`src/rtl/frs_pkg.sv`:
```
`timescale 1ns / 1ps
// Package for the flash request scheduler: sizes, item codes and item types.
// Used by frs_queues and flash_request_scheduler; depends on nothing.
package frs_pkg;

	localparam int QUEUE_DEPTH = 2;
	localparam int PAGE_BYTES  = 1024;
	localparam int PAGE_COUNT  = 256;

	localparam int PAGE_SHIFT = $clog2(PAGE_BYTES);
	localparam int CNT_W      = $clog2(QUEUE_DEPTH + 1);

	typedef enum logic [1:0] {
		KIND_ERASE = 2'd0,
		KIND_WRITE = 2'd1,
		KIND_TICK  = 2'd2,
		KIND_DONE  = 2'd3
	} kind_t;

	typedef enum logic [1:0] {
		ST_OK    = 2'd0,
		ST_RANGE = 2'd1,
		ST_FULL  = 2'd2
	} status_t;

	typedef enum logic [1:0] {
		CFG_STORE_PAGE = 2'd0,
		CFG_REC_FIRST  = 2'd1,
		CFG_REC_LAST   = 2'd2
	} cfg_idx_t;

	typedef struct packed {
		logic [7:0] store_page;
		logic [7:0] rec_first_page;
		logic [7:0] rec_last_page;
	} cfg_t;

	typedef struct packed {
		logic [1:0]  kind;
		logic [7:0]  erase_page;
		logic [17:0] write_addr;
		logic [10:0] write_len;
		logic        issue_accepted;
	} req_t;

	typedef struct packed {
		logic [1:0]  status;
		logic        issue_valid;
		logic        issue_is_write;
		logic [7:0]  issue_page;
		logic [17:0] issue_addr;
		logic [8:0]  issue_words;
		logic [1:0]  erase_pending;
		logic [1:0]  write_pending;
	} rsp_t;

endpackage

```
`src/rtl/frs_queues.sv`:
```
`timescale 1ns / 1ps
// Erase and write request queues with their outstanding flags and the
// per-item decision logic. Depends on frs_pkg.
module frs_queues (
	input  logic          clk,
	input  logic          arst_n,
	input  logic          valid_s1,
	input  frs_pkg::req_t req_s1,
	input  frs_pkg::cfg_t cfg,
	output frs_pkg::rsp_t rsp_d
);

	logic [7:0]  erase_q      [frs_pkg::QUEUE_DEPTH];
	logic [17:0] waddr_q      [frs_pkg::QUEUE_DEPTH];
	logic [10:0] wlen_q       [frs_pkg::QUEUE_DEPTH];
	logic [7:0]  erase_d      [frs_pkg::QUEUE_DEPTH];
	logic [17:0] waddr_d      [frs_pkg::QUEUE_DEPTH];
	logic [10:0] wlen_d       [frs_pkg::QUEUE_DEPTH];
	logic [frs_pkg::CNT_W-1:0] ecount_q, ecount_d, wcount_q, wcount_d;
	logic        eout_q, eout_d, wout_q, wout_d;

	logic [17:0] wpage_full;
	logic [7:0]  req_page;
	logic        page_ok;
	logic        idle;

	always_comb begin
		wpage_full = req_s1.write_addr >> frs_pkg::PAGE_SHIFT;
		wpage_full = wpage_full & 18'(frs_pkg::PAGE_COUNT - 1);
		if (req_s1.kind == frs_pkg::KIND_ERASE) begin
			req_page = req_s1.erase_page;
		end else begin
			req_page = wpage_full[7:0];
		end
		page_ok = (req_page == cfg.store_page) ||
			((req_page >= cfg.rec_first_page) && (req_page <= cfg.rec_last_page));
		idle = !eout_q && !wout_q;
	end

	always_comb begin
		erase_d  = erase_q;
		waddr_d  = waddr_q;
		wlen_d   = wlen_q;
		ecount_d = ecount_q;
		wcount_d = wcount_q;
		eout_d   = eout_q;
		wout_d   = wout_q;
		rsp_d    = '0;
		rsp_d.status = frs_pkg::ST_OK;
		case (frs_pkg::kind_t'(req_s1.kind))
			frs_pkg::KIND_ERASE: begin
				if (!page_ok) begin
					rsp_d.status = frs_pkg::ST_RANGE;
				end else if (ecount_q >= frs_pkg::CNT_W'(frs_pkg::QUEUE_DEPTH)) begin
					rsp_d.status = frs_pkg::ST_FULL;
				end else begin
					for (int i = 0; i < frs_pkg::QUEUE_DEPTH; i++) begin
						if (frs_pkg::CNT_W'(i) == ecount_q) begin
							erase_d[i] = req_s1.erase_page;
						end
					end
					ecount_d = ecount_q + 1'b1;
				end
			end
			frs_pkg::KIND_WRITE: begin
				if (!page_ok) begin
					rsp_d.status = frs_pkg::ST_RANGE;
				end else if (wcount_q >= frs_pkg::CNT_W'(frs_pkg::QUEUE_DEPTH)) begin
					rsp_d.status = frs_pkg::ST_FULL;
				end else begin
					for (int i = 0; i < frs_pkg::QUEUE_DEPTH; i++) begin
						if (frs_pkg::CNT_W'(i) == wcount_q) begin
							waddr_d[i] = req_s1.write_addr;
							wlen_d[i]  = req_s1.write_len;
						end
					end
					wcount_d = wcount_q + 1'b1;
				end
			end
			frs_pkg::KIND_TICK: begin
				if (idle && (ecount_q != '0)) begin
					rsp_d.issue_valid = 1'b1;
					rsp_d.issue_page  = erase_q[0];
					if (req_s1.issue_accepted) begin
						eout_d = 1'b1;
					end
				end else if (idle && (wcount_q != '0)) begin
					rsp_d.issue_valid    = 1'b1;
					rsp_d.issue_is_write = 1'b1;
					rsp_d.issue_addr     = waddr_q[0];
					rsp_d.issue_words    = wlen_q[0][10:2];
					if (req_s1.issue_accepted) begin
						wout_d = 1'b1;
					end
				end
			end
			frs_pkg::KIND_DONE: begin
				if (eout_q) begin
					eout_d = 1'b0;
					for (int i = 0; i < frs_pkg::QUEUE_DEPTH - 1; i++) begin
						erase_d[i] = erase_q[i + 1];
					end
					erase_d[frs_pkg::QUEUE_DEPTH - 1] = '0;
					if (ecount_q != '0) begin
						ecount_d = ecount_q - 1'b1;
					end
				end else if (wout_q) begin
					wout_d = 1'b0;
					for (int i = 0; i < frs_pkg::QUEUE_DEPTH - 1; i++) begin
						waddr_d[i] = waddr_q[i + 1];
						wlen_d[i]  = wlen_q[i + 1];
					end
					waddr_d[frs_pkg::QUEUE_DEPTH - 1] = '0;
					wlen_d[frs_pkg::QUEUE_DEPTH - 1]  = '0;
					if (wcount_q != '0) begin
						wcount_d = wcount_q - 1'b1;
					end
				end
			end
			default: begin
				rsp_d.status = frs_pkg::ST_OK;
			end
		endcase
		rsp_d.erase_pending = 2'(ecount_d);
		rsp_d.write_pending = 2'(wcount_d);
	end

	always_ff @(posedge clk or negedge arst_n) begin
		if (!arst_n) begin
			ecount_q <= '0;
			wcount_q <= '0;
			eout_q   <= 1'b0;
			wout_q   <= 1'b0;
			for (int i = 0; i < frs_pkg::QUEUE_DEPTH; i++) begin
				erase_q[i] <= '0;
				waddr_q[i] <= '0;
				wlen_q[i]  <= '0;
			end
		end else if (valid_s1) begin
			ecount_q <= ecount_d;
			wcount_q <= wcount_d;
			eout_q   <= eout_d;
			wout_q   <= wout_d;
			erase_q  <= erase_d;
			waddr_q  <= waddr_d;
			wlen_q   <= wlen_d;
		end
	end

endmodule

```
`src/rtl/flash_request_scheduler.sv`:
```
`timescale 1ns / 1ps
// Top level of the flash request scheduler: configuration registers, input
// register, queue logic and result register. Depends on frs_pkg, frs_queues.

// An item is taken on every cycle with start high; busy is always low. Each
// item gives one result on rsp, with done high for that one cycle, after it
// passes into the input register and then through the queue logic into the
// result register. The receiver cannot stall, so results must be captured in
// the cycle they appear.
module flash_request_scheduler (
	input  logic          clk,
	input  logic          arst_n,
	input  logic          start,
	input  frs_pkg::req_t req,
	output logic          busy,
	input  logic          cfg_we,
	input  logic [1:0]    cfg_idx,
	input  logic [7:0]    cfg_wdata,
	output logic          done,
	output frs_pkg::rsp_t rsp
);

	frs_pkg::cfg_t cfg_q;
	frs_pkg::req_t req_s1;
	frs_pkg::rsp_t rsp_d;
	frs_pkg::rsp_t rsp_q;
	logic          valid_s1;
	logic          done_q;

	assign busy = 1'b0;
	assign done = done_q;
	assign rsp  = rsp_q;

	always_ff @(posedge clk or negedge arst_n) begin
		if (!arst_n) begin
			cfg_q.store_page     <= 8'd0;
			cfg_q.rec_first_page <= 8'd255;
			cfg_q.rec_last_page  <= 8'd0;
		end else if (cfg_we) begin
			case (frs_pkg::cfg_idx_t'(cfg_idx))
				frs_pkg::CFG_STORE_PAGE: cfg_q.store_page     <= cfg_wdata;
				frs_pkg::CFG_REC_FIRST:  cfg_q.rec_first_page <= cfg_wdata;
				frs_pkg::CFG_REC_LAST:   cfg_q.rec_last_page  <= cfg_wdata;
				default: begin
					cfg_q <= cfg_q;
				end
			endcase
		end
	end

	always_ff @(posedge clk or negedge arst_n) begin
		if (!arst_n) begin
			valid_s1 <= 1'b0;
			done_q   <= 1'b0;
		end else begin
			valid_s1 <= start && !busy;
			done_q   <= valid_s1;
		end
	end

	always_ff @(posedge clk) begin
		if (start && !busy) begin
			req_s1 <= req;
		end
		if (valid_s1) begin
			rsp_q <= rsp_d;
		end
	end

	frs_queues u_queues (
		.clk      (clk),
		.arst_n   (arst_n),
		.valid_s1 (valid_s1),
		.req_s1   (req_s1),
		.cfg      (cfg_q),
		.rsp_d    (rsp_d)
	);

endmodule

```
`config.mk`:
```
export PLATFORM = sky130hd
export DESIGN_NAME = flash_request_scheduler
export DESIGN_NICKNAME = d
export VERILOG_FILES = /design/src/rtl/frs_pkg.sv /design/src/rtl/frs_queues.sv /design/src/rtl/flash_request_scheduler.sv
export SDC_FILE = /design/constraint.sdc
export NUM_CORES = 1
export LEC_CHECK = 0
export BUFFER_PORTS_ARGS = -buffer_cell sky130_fd_sc_hd__buf_2
export CORE_MARGIN = 3
export CORE_UTILIZATION = 30
export DETAILED_ROUTE_END_ITERATION = 7
export MAX_ROUTING_LAYER = met4
export SYNTH_ARGS = -nofsm -noshare
export SYNTH_HDL_FRONTEND = slang
export SYNTH_HIERARCHICAL = 1
export SYNTH_SLANG_ARGS = --single-unit
```
`constraint.sdc`:
```
create_clock -name clk -period 4.7 [get_ports clk]
set_clock_uncertainty 0.1 [all_clocks]
set_input_delay 0.705 -clock clk [delete_from_list [all_inputs] [get_ports clk]]
set_output_delay 0.705 -clock clk [all_outputs]
set_load 0.005 [all_outputs]
```
==> impl_metrics.json <==
{
  "core_um2": 27000,
  "critPathTopFamily": "simple AND/OR/NAND/NOR gates",
  "grt_antenna_before_repair": 0,
  "start_util_pct": 30.7,
  "netlist_instances": 640,
  "start_kind": "register",
  "wl_per_cell_um": 15.9,
  "slew_headroom_pct": 24.3,
  "ir_worst_vdd_mv": 0.253,
  "power_uw": 4550,
  "ctsHoldBuffers": 0,
  "tightest_slew_ns": 1.13,
  "n_antenna_cell": 0,
  "die_w_um": 172,
  "area_delta_synth_final_pct": 17.0,
  "fin_nets": 820,
  "hold_path_class": "in -> async",
  "fin_crit_ns": 4.14,
  "drt_wl_total_mm": 17.4,
  "htree_num_levels": 4,
  "p_leak_uw": 0.00430,
  "io_pins": 99,
  "grt.total_usage_pct": 12.5,
  "setup-violations-final": 0,
  "grt_max_degree": 43,
  "viasPerCell": 4.46,
  "drt_iter0_markers": 329,
  "cts-root-buf": "clkbuf_16",
  "crit_path_max_fanout": 27,
  "finalHoldViolCount": 0,
  "syn_nets": 725,
  "path_cells": "inv_1 -> ha_1 -> mux2_2 -> ha_1 -> a21oi_1 -> o21ai_0 -> o22a_1 -> o21a_1 -> buf_4 -> nor2_4 -> mux2i_1",
  "io_buffer_count": 95,
  "end_kind": "register",
  "hpwl_mm": 11.8,
  "setup_tns_ns": 0,
  "critPathKind": "reg -> reg",
  "grt_setup_unrepaired": "false",
  "path_buf_inv": 2,
  "grt_pass1_vias": 4855,
  "die_h_um": 172,
  "crit_arrival_ns": 4.39,
  "yosysWarnings": 6,
  "slowest_stage": "nor2_4",
  "clkLatencyLatePin_ns": 0.43,
  "synthesis.area_um2": 8290,
  "cts_tree": "yes",
  "cap_violations": 0,
  "globalplace.congestion": 0.835,
  "path_clk_slew_ns": 0.08,
  "crit_path_max_incr_delay_ns": 0.87,
  "cts.sinks": 183,
  "fp-row-count": 60,
  "route.vias.total": 4861,
  "startpoint": "req_s1[38]",
  "avgSynthCellArea_um2": 12.9,
  "dieArea_um2": 29700,
  "cts_resized": 0,
  "drtAntennaViolNets": 0,
  "fmax_mhz": 241,
  "reg2reg_from": "req_s1[38]",
  "drive_gt1_share_pct": 30.5,
  "grt-ovfl-total": 0,
  "drc": 0,
  "cp.required_ns": 4.94,
  "status": "finished clean",
  "p_per_area_nw_per_um2": 469,
  "drt_pass1_iterations": 4,
  "post-cts-setup-buffers": 0,
  "cts_buffer_depth": 2,
  "grt_pass1_wl_mm": 27.3,
  "finalCritPeriodShare_pct": 88.2,
  "numCtsBuffers": 17,
  "crit_top_cell": "ha_1",
  "drv_slew": 0
}
stage by stage:
step / std cells / cell area (µm²) / utilization [%] / hold WS [ns] / setup WS, ns
after floorplan: 640 / 8290 / - / 0.309 / 1.44
after global placement: 1057 / 9130 / 33.8 / 0.380 / 0.589
after detailed placement: 1057 / 9130 / 33.8 / 0.386 / 0.549
after CTS: 1089 / 9690 / 35.9 / 0.135 / 0.507
after global routing: 1089 / 9690 / 35.9 / 0.147 / 0.228
final: 1089 / 9690 / 35.9 / 0.139 / 0.555
flip-flops by register name (all words and copies together) (netlist names):
register and flops:
u_queues/erase_q 16, done 1, cfg_q 24, valid_s1 1, u_queues/wlen_q 18, rsp 43
u_queues/wcount_q 2, req_s1 38, u_queues/waddr_q 36, u_queues/ecount_q 2, u_queues/wout_q 1, u_queues/eout_q 1
layout by cell type, fill, tap and decap left out, types with 11 or more instances in the layout:
cell type,count
a21o_1,11
a21oi_1,12
and2_1,35
buf_2,94
clkbuf_16,17
dfrtp_1,93
edfxtp_1,81
ha_1,30
inv_1,24
mux2_2,54
mux2_4,22
mux2i_1,31
nand2_1,123
nor2b_1,12
cell type report:
| class | count | area (µm²) |
|---|---|---|
| Inverter | 24 | 90.1 |
| Sequential cell | 183 | 5000 |
| Timing Repair Buffer | 104 | 571 |
| Fill cell | 2662 | 17300 |
| Tap cell | 341 | 427 |
| Clock inverter | 12 | 113 |
| Multi-Input combinational cell | 405 | 3050 |
| Clock buffer | 20 | 447 |
worst paths after layout:
check / cells after the start / slack [ns] / end
max: 11 / 0.56 / u_queues/wlen_q[8]
min: 1 / 0.14 / cfg_q[3]
max reg2reg: 11 / 0.56 / u_queues/wlen_q[8]
min reg2reg: 1 / 0.40 / u_queues/erase_q[8]
max in group asynchronous: 2 / 3.40 / u_queues/waddr_q[17]
min in group clk: 1 / 0.35 / req_s1[18]
power by group:
group	leakage, µW	internal, µW	total (µW)	switching [µW]
logic	0.00195	494	927	433
registers	0.00209	2050	2250	207
clock network	0.000267	713	1370	652
total	0.00430	3250	4550	1290
layer usage:
layer  share of wire (%)  routed length (µm)  GRT usage, %
met2                  45                7850          18.5
met4                 1.1                 184          3.61
met3                 4.4                 766          2.51
met1                  49                8560          17.5
met5                   0                   0             -
Power figures use the tool's default switching activity.
